--- src/assert_macros.svh ---
// assertion helpers, compiled out when SYNTH is defined
`ifndef ASSERT_MACROS_SVH
`define ASSERT_MACROS_SVH

`ifndef SYNTH

`define ASSERT_PROP(lbl, clk, rst_n, prop, msg) \
    lbl: assert property (@(posedge clk) disable iff (!rst_n) prop) else $error(msg);

`define ASSERT_NEVER(lbl, clk, rst_n, expr, msg) \
    lbl: assert property (@(posedge clk) disable iff (!rst_n) !(expr)) else $error(msg);

`else

`define ASSERT_PROP(lbl, clk, rst_n, prop, msg)

`define ASSERT_NEVER(lbl, clk, rst_n, expr, msg)

`endif

`endif

--- src/sess_pkg.sv ---
package sess_pkg;

    localparam int TABLE_DEPTH = 16;
    localparam int IDX_W = (TABLE_DEPTH > 1) ? $clog2(TABLE_DEPTH) : 1;
    localparam int CNT_W = $clog2(TABLE_DEPTH + 1);

    localparam int ID_W = 16;
    localparam int KEY_W = 64;
    localparam int SLOT_W = 4;
    localparam int COUNT_OUT_W = 5;

    localparam int ALLOC_FIRST = 1;
    localparam int ALLOC_LAST = 255;
    // with at most TABLE_DEPTH ids in use, the answer never lies above TABLE_DEPTH + 1
    localparam int ALLOC_SPAN = (TABLE_DEPTH + 1 < ALLOC_LAST) ? TABLE_DEPTH + 1 : ALLOC_LAST;
    localparam int MAP_IDX_W = $clog2(ALLOC_SPAN);

    localparam logic [1:0] OP_LOOKUP = 2'd0;
    localparam logic [1:0] OP_ADD    = 2'd1;
    localparam logic [1:0] OP_REMOVE = 2'd2;
    localparam logic [1:0] OP_ALLOC  = 2'd3;

    localparam logic [1:0] ST_OK        = 2'd0;
    localparam logic [1:0] ST_NOT_FOUND = 2'd1;
    localparam logic [1:0] ST_FULL      = 2'd2;
    localparam logic [1:0] ST_NO_ID     = 2'd3;

    typedef struct packed {
        logic [ID_W-1:0]  id;
        logic [KEY_W-1:0] key_high;
        logic [KEY_W-1:0] key_low;
    } entry_t;

    // controller to datapath
    typedef struct packed {
        logic req_load;
        logic ptr_clr;
        logic ptr_inc;
        logic mem_rd;
        logic shift_wr;
        logic add_wr;
        logic count_dec;
        logic map_clr;
        logic map_mark;
        logic res_found;
        logic res_miss;
        logic res_full;
        logic res_removed;
        logic res_alloc;
        logic out_load;
    } cmd_t;

    // datapath to controller
    typedef struct packed {
        logic [1:0] op;
        logic       cnt_zero;
        logic       full;
        logic       match;
        logic       ptr_last;
    } sts_t;

endpackage

--- src/session_table_with_id_allocator.sv ---
// one request at a time: an add writes the table straight away; a lookup reads and checks
// the entries in order until a hit or the last entry; a remove does the same and then shifts
// each later entry one place down; an alloc reads every entry and then picks an id; the pace
// is set by the one-port table memory with a registered read
// throughput: next request accepted in the cycle after the result is registered
// rst_n asynchronous active low: table empty, no result pending
module session_table_with_id_allocator (
    input  logic                             clk,
    input  logic                             rst_n,
    input  logic                             req_valid,
    output logic                             req_stall,
    input  logic [1:0]                       op,
    input  logic [sess_pkg::ID_W-1:0]        node_id,
    input  logic [sess_pkg::KEY_W-1:0]       key_high,
    input  logic [sess_pkg::KEY_W-1:0]       key_low,
    output logic                             rsp_valid,
    input  logic                             rsp_stall,
    output logic [1:0]                       status,
    output logic [sess_pkg::SLOT_W-1:0]      slot,
    output logic [sess_pkg::ID_W-1:0]        id_out,
    output logic [sess_pkg::KEY_W-1:0]       key_high_out,
    output logic [sess_pkg::KEY_W-1:0]       key_low_out,
    output logic [sess_pkg::COUNT_OUT_W-1:0] entry_count
);
    import sess_pkg::*;

    `include "assert_macros.svh"

    cmd_t cmd;
    sts_t sts;

    sess_ctrl u_ctrl (
        .clk       (clk),
        .rst_n     (rst_n),
        .req_valid (req_valid),
        .req_stall (req_stall),
        .rsp_valid (rsp_valid),
        .rsp_stall (rsp_stall),
        .sts       (sts),
        .cmd       (cmd)
    );

    sess_dp u_dp (
        .clk          (clk),
        .rst_n        (rst_n),
        .cmd          (cmd),
        .sts          (sts),
        .op           (op),
        .node_id      (node_id),
        .key_high     (key_high),
        .key_low      (key_low),
        .status       (status),
        .slot         (slot),
        .id_out       (id_out),
        .key_high_out (key_high_out),
        .key_low_out  (key_low_out),
        .entry_count  (entry_count)
    );

    `ASSERT_PROP(a_busy_after_accept, clk, rst_n,
        (req_valid && !req_stall) |=> req_stall,
        "accepted transaction did not make the block busy")
    `ASSERT_NEVER(a_count_range, clk, rst_n,
        rsp_valid && (entry_count > COUNT_OUT_W'(TABLE_DEPTH)),
        "entry count above table depth")
    `ASSERT_PROP(a_full_count, clk, rst_n,
        (rsp_valid && status == ST_FULL) |-> (entry_count == COUNT_OUT_W'(TABLE_DEPTH)),
        "full reported on a table with room")
    `ASSERT_PROP(a_miss_clean, clk, rst_n,
        (rsp_valid && status == ST_NOT_FOUND) |->
            (key_high_out == '0 && key_low_out == '0 && id_out == '0),
        "miss result carries entry data")
    `ASSERT_NEVER(a_load_in_flight, clk, rst_n,
        cmd.out_load && cmd.req_load,
        "result loaded while accepting a transaction")

endmodule

--- src/sess_ctrl.sv ---
module sess_ctrl (
    input  logic           clk,
    input  logic           rst_n,
    input  logic           req_valid,
    output logic           req_stall,
    output logic           rsp_valid,
    input  logic           rsp_stall,
    input  sess_pkg::sts_t sts,
    output sess_pkg::cmd_t cmd
);
    import sess_pkg::*;

    localparam logic [2:0] S_IDLE     = 3'd0;
    localparam logic [2:0] S_EXEC     = 3'd1;
    localparam logic [2:0] S_READ     = 3'd2;
    localparam logic [2:0] S_CHECK    = 3'd3;
    localparam logic [2:0] S_PICK     = 3'd4;
    localparam logic [2:0] S_SHIFT_RD = 3'd5;
    localparam logic [2:0] S_SHIFT_WR = 3'd6;
    localparam logic [2:0] S_DONE     = 3'd7;

    logic [2:0] state_reg;
    logic [2:0] state_next;
    logic       out_valid_reg;
    logic       out_valid_next;

    assign req_stall = (state_reg != S_IDLE);
    assign rsp_valid = out_valid_reg;

    always_comb
    begin
        cmd = '0;
        state_next = state_reg;
        case (state_reg)
            S_IDLE:
            begin
                if (req_valid)
                begin
                    cmd.req_load = 1'b1;
                    state_next = S_EXEC;
                end
            end
            S_EXEC:
            begin
                cmd.ptr_clr = 1'b1;
                case (sts.op)
                    OP_ADD:
                    begin
                        if (sts.full)
                            cmd.res_full = 1'b1;
                        else
                            cmd.add_wr = 1'b1;
                        state_next = S_DONE;
                    end
                    OP_ALLOC:
                    begin
                        cmd.map_clr = 1'b1;
                        state_next = sts.cnt_zero ? S_PICK : S_READ;
                    end
                    default:
                    begin
                        if (sts.cnt_zero)
                        begin
                            cmd.res_miss = 1'b1;
                            state_next = S_DONE;
                        end
                        else
                            state_next = S_READ;
                    end
                endcase
            end
            S_READ:
            begin
                cmd.mem_rd = 1'b1;
                state_next = S_CHECK;
            end
            S_CHECK:
            begin
                case (sts.op)
                    OP_LOOKUP:
                    begin
                        if (sts.match)
                        begin
                            cmd.res_found = 1'b1;
                            state_next = S_DONE;
                        end
                        else if (sts.ptr_last)
                        begin
                            cmd.res_miss = 1'b1;
                            state_next = S_DONE;
                        end
                        else
                        begin
                            cmd.ptr_inc = 1'b1;
                            state_next = S_READ;
                        end
                    end
                    OP_REMOVE:
                    begin
                        if (sts.match)
                        begin
                            cmd.res_removed = 1'b1;
                            if (sts.ptr_last)
                            begin
                                cmd.count_dec = 1'b1;
                                state_next = S_DONE;
                            end
                            else
                            begin
                                cmd.ptr_inc = 1'b1;
                                state_next = S_SHIFT_RD;
                            end
                        end
                        else if (sts.ptr_last)
                        begin
                            cmd.res_miss = 1'b1;
                            state_next = S_DONE;
                        end
                        else
                        begin
                            cmd.ptr_inc = 1'b1;
                            state_next = S_READ;
                        end
                    end
                    OP_ALLOC:
                    begin
                        cmd.map_mark = 1'b1;
                        if (sts.ptr_last)
                            state_next = S_PICK;
                        else
                        begin
                            cmd.ptr_inc = 1'b1;
                            state_next = S_READ;
                        end
                    end
                    default:
                    begin
                        state_next = S_DONE;
                    end
                endcase
            end
            S_PICK:
            begin
                cmd.res_alloc = 1'b1;
                state_next = S_DONE;
            end
            S_SHIFT_RD:
            begin
                cmd.mem_rd = 1'b1;
                state_next = S_SHIFT_WR;
            end
            S_SHIFT_WR:
            begin
                // ptr is the source entry, written one place down
                cmd.shift_wr = 1'b1;
                if (sts.ptr_last)
                begin
                    cmd.count_dec = 1'b1;
                    state_next = S_DONE;
                end
                else
                begin
                    cmd.ptr_inc = 1'b1;
                    state_next = S_SHIFT_RD;
                end
            end
            S_DONE:
            begin
                if (!out_valid_reg || !rsp_stall)
                begin
                    cmd.out_load = 1'b1;
                    state_next = S_IDLE;
                end
            end
            default:
            begin
                state_next = S_IDLE;
            end
        endcase
    end

    assign out_valid_next = cmd.out_load | (out_valid_reg & rsp_stall);

    always_ff @(posedge clk or negedge rst_n)
    begin
        if (!rst_n)
        begin
            state_reg <= S_IDLE;
            out_valid_reg <= 1'b0;
        end
        else
        begin
            state_reg <= state_next;
            out_valid_reg <= out_valid_next;
        end
    end

endmodule

--- src/sess_dp.sv ---
module sess_dp (
    input  logic                        clk,
    input  logic                        rst_n,
    input  sess_pkg::cmd_t              cmd,
    output sess_pkg::sts_t              sts,
    input  logic [1:0]                  op,
    input  logic [sess_pkg::ID_W-1:0]   node_id,
    input  logic [sess_pkg::KEY_W-1:0]  key_high,
    input  logic [sess_pkg::KEY_W-1:0]  key_low,
    output logic [1:0]                  status,
    output logic [sess_pkg::SLOT_W-1:0] slot,
    output logic [sess_pkg::ID_W-1:0]   id_out,
    output logic [sess_pkg::KEY_W-1:0]  key_high_out,
    output logic [sess_pkg::KEY_W-1:0]  key_low_out,
    output logic [sess_pkg::COUNT_OUT_W-1:0] entry_count
);
    import sess_pkg::*;

    entry_t mem [TABLE_DEPTH];
    entry_t rd_data_reg;

    logic [1:0]       op_reg;
    entry_t           req_reg;
    logic [IDX_W-1:0] ptr_reg;
    logic [CNT_W-1:0] count_reg;
    logic [ALLOC_SPAN-1:0] map_reg;

    logic [1:0]        res_status_reg;
    logic [SLOT_W-1:0] res_slot_reg;
    logic [ID_W-1:0]   res_id_reg;
    logic [KEY_W-1:0]  res_kh_reg;
    logic [KEY_W-1:0]  res_kl_reg;

    logic [1:0]        out_status_reg;
    logic [SLOT_W-1:0] out_slot_reg;
    logic [ID_W-1:0]   out_id_reg;
    logic [KEY_W-1:0]  out_kh_reg;
    logic [KEY_W-1:0]  out_kl_reg;
    logic [COUNT_OUT_W-1:0] out_count_reg;

    logic            mark_hit;
    logic [MAP_IDX_W-1:0] mark_idx;
    logic            pick_found;
    logic [ID_W-1:0] pick_id;

    assign sts.op       = op_reg;
    assign sts.cnt_zero = (count_reg == '0);
    assign sts.full     = (count_reg >= CNT_W'(TABLE_DEPTH));
    assign sts.match    = (rd_data_reg.id == req_reg.id);
    assign sts.ptr_last = ((CNT_W'(ptr_reg) + CNT_W'(1)) >= count_reg);

    // table storage, one read or one write a cycle
    always_ff @(posedge clk)
    begin
        if (cmd.add_wr)
            mem[count_reg[IDX_W-1:0]] <= req_reg;
        else if (cmd.shift_wr)
            mem[ptr_reg - IDX_W'(1)] <= rd_data_reg;
        if (cmd.mem_rd)
            rd_data_reg <= mem[ptr_reg];
    end

    always_ff @(posedge clk)
    begin
        if (cmd.req_load)
        begin
            op_reg <= op;
            req_reg.id <= node_id;
            req_reg.key_high <= key_high;
            req_reg.key_low <= key_low;
        end
    end

    always_ff @(posedge clk or negedge rst_n)
    begin
        if (!rst_n)
        begin
            ptr_reg <= '0;
            count_reg <= '0;
        end
        else
        begin
            if (cmd.ptr_clr)
                ptr_reg <= '0;
            else if (cmd.ptr_inc)
                ptr_reg <= ptr_reg + IDX_W'(1);
            if (cmd.add_wr)
                count_reg <= count_reg + CNT_W'(1);
            else if (cmd.count_dec)
                count_reg <= count_reg - CNT_W'(1);
        end
    end

    // only ids 1..ALLOC_SPAN can change the allocation result
    assign mark_hit = (rd_data_reg.id >= ID_W'(ALLOC_FIRST)) &&
                      (rd_data_reg.id <= ID_W'(ALLOC_SPAN));
    assign mark_idx = MAP_IDX_W'(rd_data_reg.id - ID_W'(ALLOC_FIRST));

    always_ff @(posedge clk)
    begin
        if (cmd.map_clr)
            map_reg <= '0;
        else if (cmd.map_mark && mark_hit)
            map_reg[mark_idx] <= 1'b1;
    end

    always_comb
    begin
        pick_found = 1'b0;
        pick_id = '0;
        for (int i = ALLOC_SPAN - 1; i >= 0; i--)
        begin
            if (!map_reg[i])
            begin
                pick_found = 1'b1;
                pick_id = ID_W'(i + ALLOC_FIRST);
            end
        end
    end

    always_ff @(posedge clk)
    begin
        if (cmd.res_found)
        begin
            res_status_reg <= ST_OK;
            res_slot_reg <= SLOT_W'(ptr_reg);
            res_id_reg <= rd_data_reg.id;
            res_kh_reg <= rd_data_reg.key_high;
            res_kl_reg <= rd_data_reg.key_low;
        end
        else if (cmd.res_removed)
        begin
            res_status_reg <= ST_OK;
            res_slot_reg <= SLOT_W'(ptr_reg);
            res_id_reg <= req_reg.id;
            res_kh_reg <= '0;
            res_kl_reg <= '0;
        end
        else if (cmd.add_wr)
        begin
            res_status_reg <= ST_OK;
            res_slot_reg <= SLOT_W'(count_reg);
            res_id_reg <= req_reg.id;
            res_kh_reg <= '0;
            res_kl_reg <= '0;
        end
        else if (cmd.res_alloc)
        begin
            res_status_reg <= pick_found ? ST_OK : ST_NO_ID;
            res_slot_reg <= '0;
            res_id_reg <= pick_id;
            res_kh_reg <= '0;
            res_kl_reg <= '0;
        end
        else if (cmd.res_miss || cmd.res_full)
        begin
            res_status_reg <= cmd.res_full ? ST_FULL : ST_NOT_FOUND;
            res_slot_reg <= '0;
            res_id_reg <= '0;
            res_kh_reg <= '0;
            res_kl_reg <= '0;
        end
    end

    // output register holds the finished transaction while the next one is accepted
    always_ff @(posedge clk)
    begin
        if (cmd.out_load)
        begin
            out_status_reg <= res_status_reg;
            out_slot_reg <= res_slot_reg;
            out_id_reg <= res_id_reg;
            out_kh_reg <= res_kh_reg;
            out_kl_reg <= res_kl_reg;
            out_count_reg <= COUNT_OUT_W'(count_reg);
        end
    end

    assign status = out_status_reg;
    assign slot = out_slot_reg;
    assign id_out = out_id_reg;
    assign key_high_out = out_kh_reg;
    assign key_low_out = out_kl_reg;
    assign entry_count = out_count_reg;

endmodule
--- config.mk ---
export PLATFORM = sky130hd
export DESIGN_NAME = session_table_with_id_allocator
export DESIGN_NICKNAME = d
export VERILOG_FILES = /design/src/sess_pkg.sv /design/src/session_table_with_id_allocator.sv /design/src/sess_ctrl.sv /design/src/sess_dp.sv
export VERILOG_INCLUDE_DIRS = /design/src /design/src/src
export SDC_FILE = /design/constraint.sdc
export NUM_CORES = 2
export LEC_CHECK = 0
export BUFFER_PORTS_ARGS = -buffer_cell sky130_fd_sc_hd__buf_2
export CAP_MARGIN = 20
export CORE_ASPECT_RATIO = 0.8
export CORE_MARGIN = 2
export CORE_UTILIZATION = 65
export DETAILED_ROUTE_END_ITERATION = 10
export PLACE_DENSITY = 0.83
export SYNTH_ARGS = -nofsm -noshare
export SYNTH_HDL_FRONTEND = slang
export SYNTH_SLANG_ARGS = --single-unit
--- constraint.sdc ---
create_clock -name clk -period 23.9 [get_ports clk]
set_clock_uncertainty 0.1 [all_clocks]
set_input_delay 1.195 -clock clk [delete_from_list [all_inputs] [get_ports clk]]
set_output_delay 1.195 -clock clk [all_outputs]
set_load 0.1 [all_outputs]
==> results.txt <==
- DR DRC count: 0
- Number of placed instances with taps included: about 7200
- Post-Syn Instances: 4800
* Total of cells resized after clock tree synthesis: 0
- Wire length of the first global-routing pass: between 400000 and 500000 µm
* Crit Path Class: reg2reg
- Count of clock tree sinks: approximately 2900
- The net count of the finished layout is roughly 5400.
* Cells taking the most area after synthesis: sky130_fd_sc_hd__edfxtp_1 80%, sky130_fd_sc_hd__mux4_2 15%, sky130_fd_sc_hd__nand2_1 1.6%, sky130_fd_sc_hd__and2_1 0.84%, sky130_fd_sc_hd__clkbuf_1 0.51%
* Per-cell routed wire length: approximately 40 µm
- CTS Root Buffer Type: sky130_fd_sc_hd__clkbuf_16
* Last weighted congestion value of the routability-driven placer: around 0.83
- The share of synthesized area in the top cell type comes to around 80%.
* Prevailing post-synth register cell: sky130_fd_sc_hd__edfxtp_1
* Total Negative Setup Slacks: 0 ps
- The flow ran to the end, and the final reports show no timing, DRC or antenna violations.
- Worst setup slack after layout: 16960 ps
* Startpoint class of the critical path: register
- In this run, synthesis produced a sequential element count of 2929.
* YS warnings: 0
* Clock tree buffer depth: 4
- Post-detailed-routing wire length: between 300000 and 400000 µm
- Row count: 134
- Data on the critical path is required at its endpoint by 24320 ps.
- Clock power share: 29.3%
- Clock tree synthesis inserted a total of 285 buffers.
- Max-cap violations in this run came to 0.
- Sort of element at the end of the critical path: register
- The top cell types in the final layout, fill and taps aside, are 2897 x sky130_fd_sc_hd__edfxtp_1, 705 x sky130_fd_sc_hd__mux4_2, 472 x sky130_fd_sc_hd__nand2_1, 306 x sky130_fd_sc_hd__buf_2, 292 x sky130_fd_sc_hd__clkbuf_16.
- Setup repair after global routing left no endpoint under its margin.
- Most common cell after layout, fill and taps aside: sky130_fd_sc_hd__edfxtp_1
- Avg Inst Size Synth: roughly 23 µm²
- Filler Cells Inserted: 8150
* Syn_nets: around 5000
- Overall die width: around 460 µm
- Overflow left after global routing: 0
* Number of flops mapped to enable cells by yosys: 2897
- Layout Utilization: 73.5%
- Total number of vias: around 56000
* Number of nets with antenna violations after detailed routing: 0
- Overall fraction of global-route tracks in use: roughly 35%
- After synthesis, the share of flip-flops with an asynchronous set or reset is less than 1%.
* Worst-Margin Slew: 1260 ps
- Compared with the post-synthesis result, the final layout area differs by 12.2%.
- Synthesis instantiated 60 different standard cells from the library.
- Clock tree from TritonCTS: yes
- For this design the total switching power over the nets is between 4 and 5 mW.
* Instance area after placement: about 0.11 mm²
* Tcrit/Tclk final: about 29%
- Post-DP HPWL: between 100000 and 150000 µm
- Total setup violations reported at the end of the flow: 0
- WP data arrival: about 7400 ps
- Drt initial violations: slightly above 9000
* Clock insertion delay at the later pin of the skew report: between 900 and 1000 ps
- Of all nets on the critical path, the largest fanout is 45.
- In this run the static leakage power is about 39 nW.
* Largest voltage drop on the vdd net: between 0.0001 and 0.00015 V
- Of the total power, the share spent switching nets is a little under a third.
* Max FFs per register: ~2300
- In this run the cell area of the synthesized design comes to roughly 0.11 mm².
* Worst rel slew slack: approximately 16%
* Total I/O pin count: around 310
* Finished Cell Area: roughly 0.12 mm²
- The synthesized design spends more area on one cell type than any other, namely sky130_fd_sc_hd__edfxtp_1.
- Cells with a size suffix above 1 make up between 20% and 30% of the layout.
- Highest Clock Rate: 144 MHz
- Sequential-to-total area share from yosys stat: 80.3%
- Routed via count divided by cell count: 7.27
- The initial antenna violation count came to 11.
- Timing startpoint of the critical path: u_dp.ptr_reg[2]
- Hold violation total from the final report: 0
- Vias in the first global route: 56802
- Path class of the lowest-slack min-delay path: in2async
- Pwr dens: ~130 mW/mm²
* Pins Over Slew Limit: 0
* Combinational group share of total power: around a quarter
* Count of buffers from port buffering: a little over 300
* Hold bufs inserted after CTS: 0
- Total internal power: 10.5 mW
- Sequential cell fraction of total power: between 40% and 50%
- Floorplan core area: between 0.15 and 0.2 mm²
- Number of levels the H-tree was split into: 5
- The worst register-to-register path begins at u_dp.ptr_reg[2].
- Clock-pin slew reported for the worst setup and hold paths after clock tree synthesis: 70 ps
- The first detailed-routing pass ran for 6 iterations.
* Maximum number of pins on one net before global-route repair: between 100 and 150
- Die area: between 0.15 and 0.2 mm²
- Post-CTS timing repair inserted 0 buffers for setup.
- Non-filler instance count after layout: ~7700
* Final period demand of the worst path: roughly 7000 ps
- Starting density of the core: 65.5%
- Prior to clock tree synthesis, the placed netlist has a worst setup slack of around 17000 ps.
- Height of the die: 371 µm
## per-layer routing
layer,track usage (%),share of wire [%],vias up
li1,-,-,20722
met1,47.4,33,28946
met2,56.6,49,5396
met3,7.46,13,975
met4,18.0,5.8,10
met5,0,0.022,-
## power groups by stage
| stage | clock network [mW] | registers [mW] | logic (mW) |
|---|---|---|---|
| finish | 4.50 | 7.17 | 3.71 |
| detailed placement | 0 | 7.21 | 3.52 |
| global route | 4.68 | 7.19 | 3.88 |
| floorplan | 0 | 7.63 | 2.14 |
| CTS | 4.51 | 7.16 | 3.69 |
| global placement | 0 | 7.19 | 3.40 |
## synthesized netlist by cell type (all sizes together), types with 15 or more instances
library cell / n
and2: 147
a21oi: 38
xor2: 19
inv: 19
clkbuf: 148
edfxtp: 2897
o21ai: 24
dfxtp: 19
nand2: 474
a31oi: 17
buf: 82
nor2: 46
mux4: 705
a211oi: 15
## critical path, cell delays in order, from the launching register on
cell,delay (ps)
sky130_fd_sc_hd__dfrtp_4,1040
sky130_fd_sc_hd__buf_4,840
sky130_fd_sc_hd__nor3_1,160
sky130_fd_sc_hd__xnor2_1,210
sky130_fd_sc_hd__o21ai_0,310
sky130_fd_sc_hd__nand2_1,340
sky130_fd_sc_hd__nor2_4,740
sky130_fd_sc_hd__buf_4,870
sky130_fd_sc_hd__buf_4,840
sky130_fd_sc_hd__buf_4,880
## stage by stage
stage,total power [mW],hold WS [ps]
3_5_place_dp,10.7,305
4_1_cts,15.4,47.3
3_3_place_gp,10.6,301
5_1_grt,15.8,91.5
2_1_floorplan,9.77,300
6_report,15.4,80.8
## logic make-up (layout without fill, tap and decap cells)
group / Yosys count / after routing / synth area share, %
xor gates and xnor gates: 24 / 24 / 0.192
adders and majority gates: 14 / 14 / 0.167
and+or+nand+nor: 743 / 743 / 3.07
muxes: 716 / 716 / 14.6
other: 0 / 4 / 0
buffers and inverters: 249 / 906 / 0.932
DFF: 2929 / 2929 / 80.3
AOI/OAI and AO/OA: 125 / 125 / 0.733
## final timing paths
check                                              to  slack (ps)  depth (start not counted)
worst max-delay path                 u_dp.mem[14][70]       16960                          9
worst min-delay path                u_dp.count_reg[2]          80                          1
worst max register to register       u_dp.mem[14][70]       16960                          9
worst min register to register  u_dp.key_high_out[37]         320                          0
max in group asynchronous             u_dp.ptr_reg[0]       23280                          1
min in group clk                u_dp.key_high_out[37]         320                          0
## area by class of cell
type                            instances  area (µm²)  share of cell area (%)
Antenna cell                            4        10.0                 0.00817
Clock buffer                          333        7490                    6.11
Clock inverter                        147        1360                    1.11
Inverter                               19        71.3                  0.0582
Multi-Input combinational cell       1622       20700                    16.9
Sequential cell                      2929       87700                    71.6
Tap cell                             2244        2810                    2.29
Timing Repair Buffer                  407        2390                    1.95
Power figures use the tool's default switching activity.
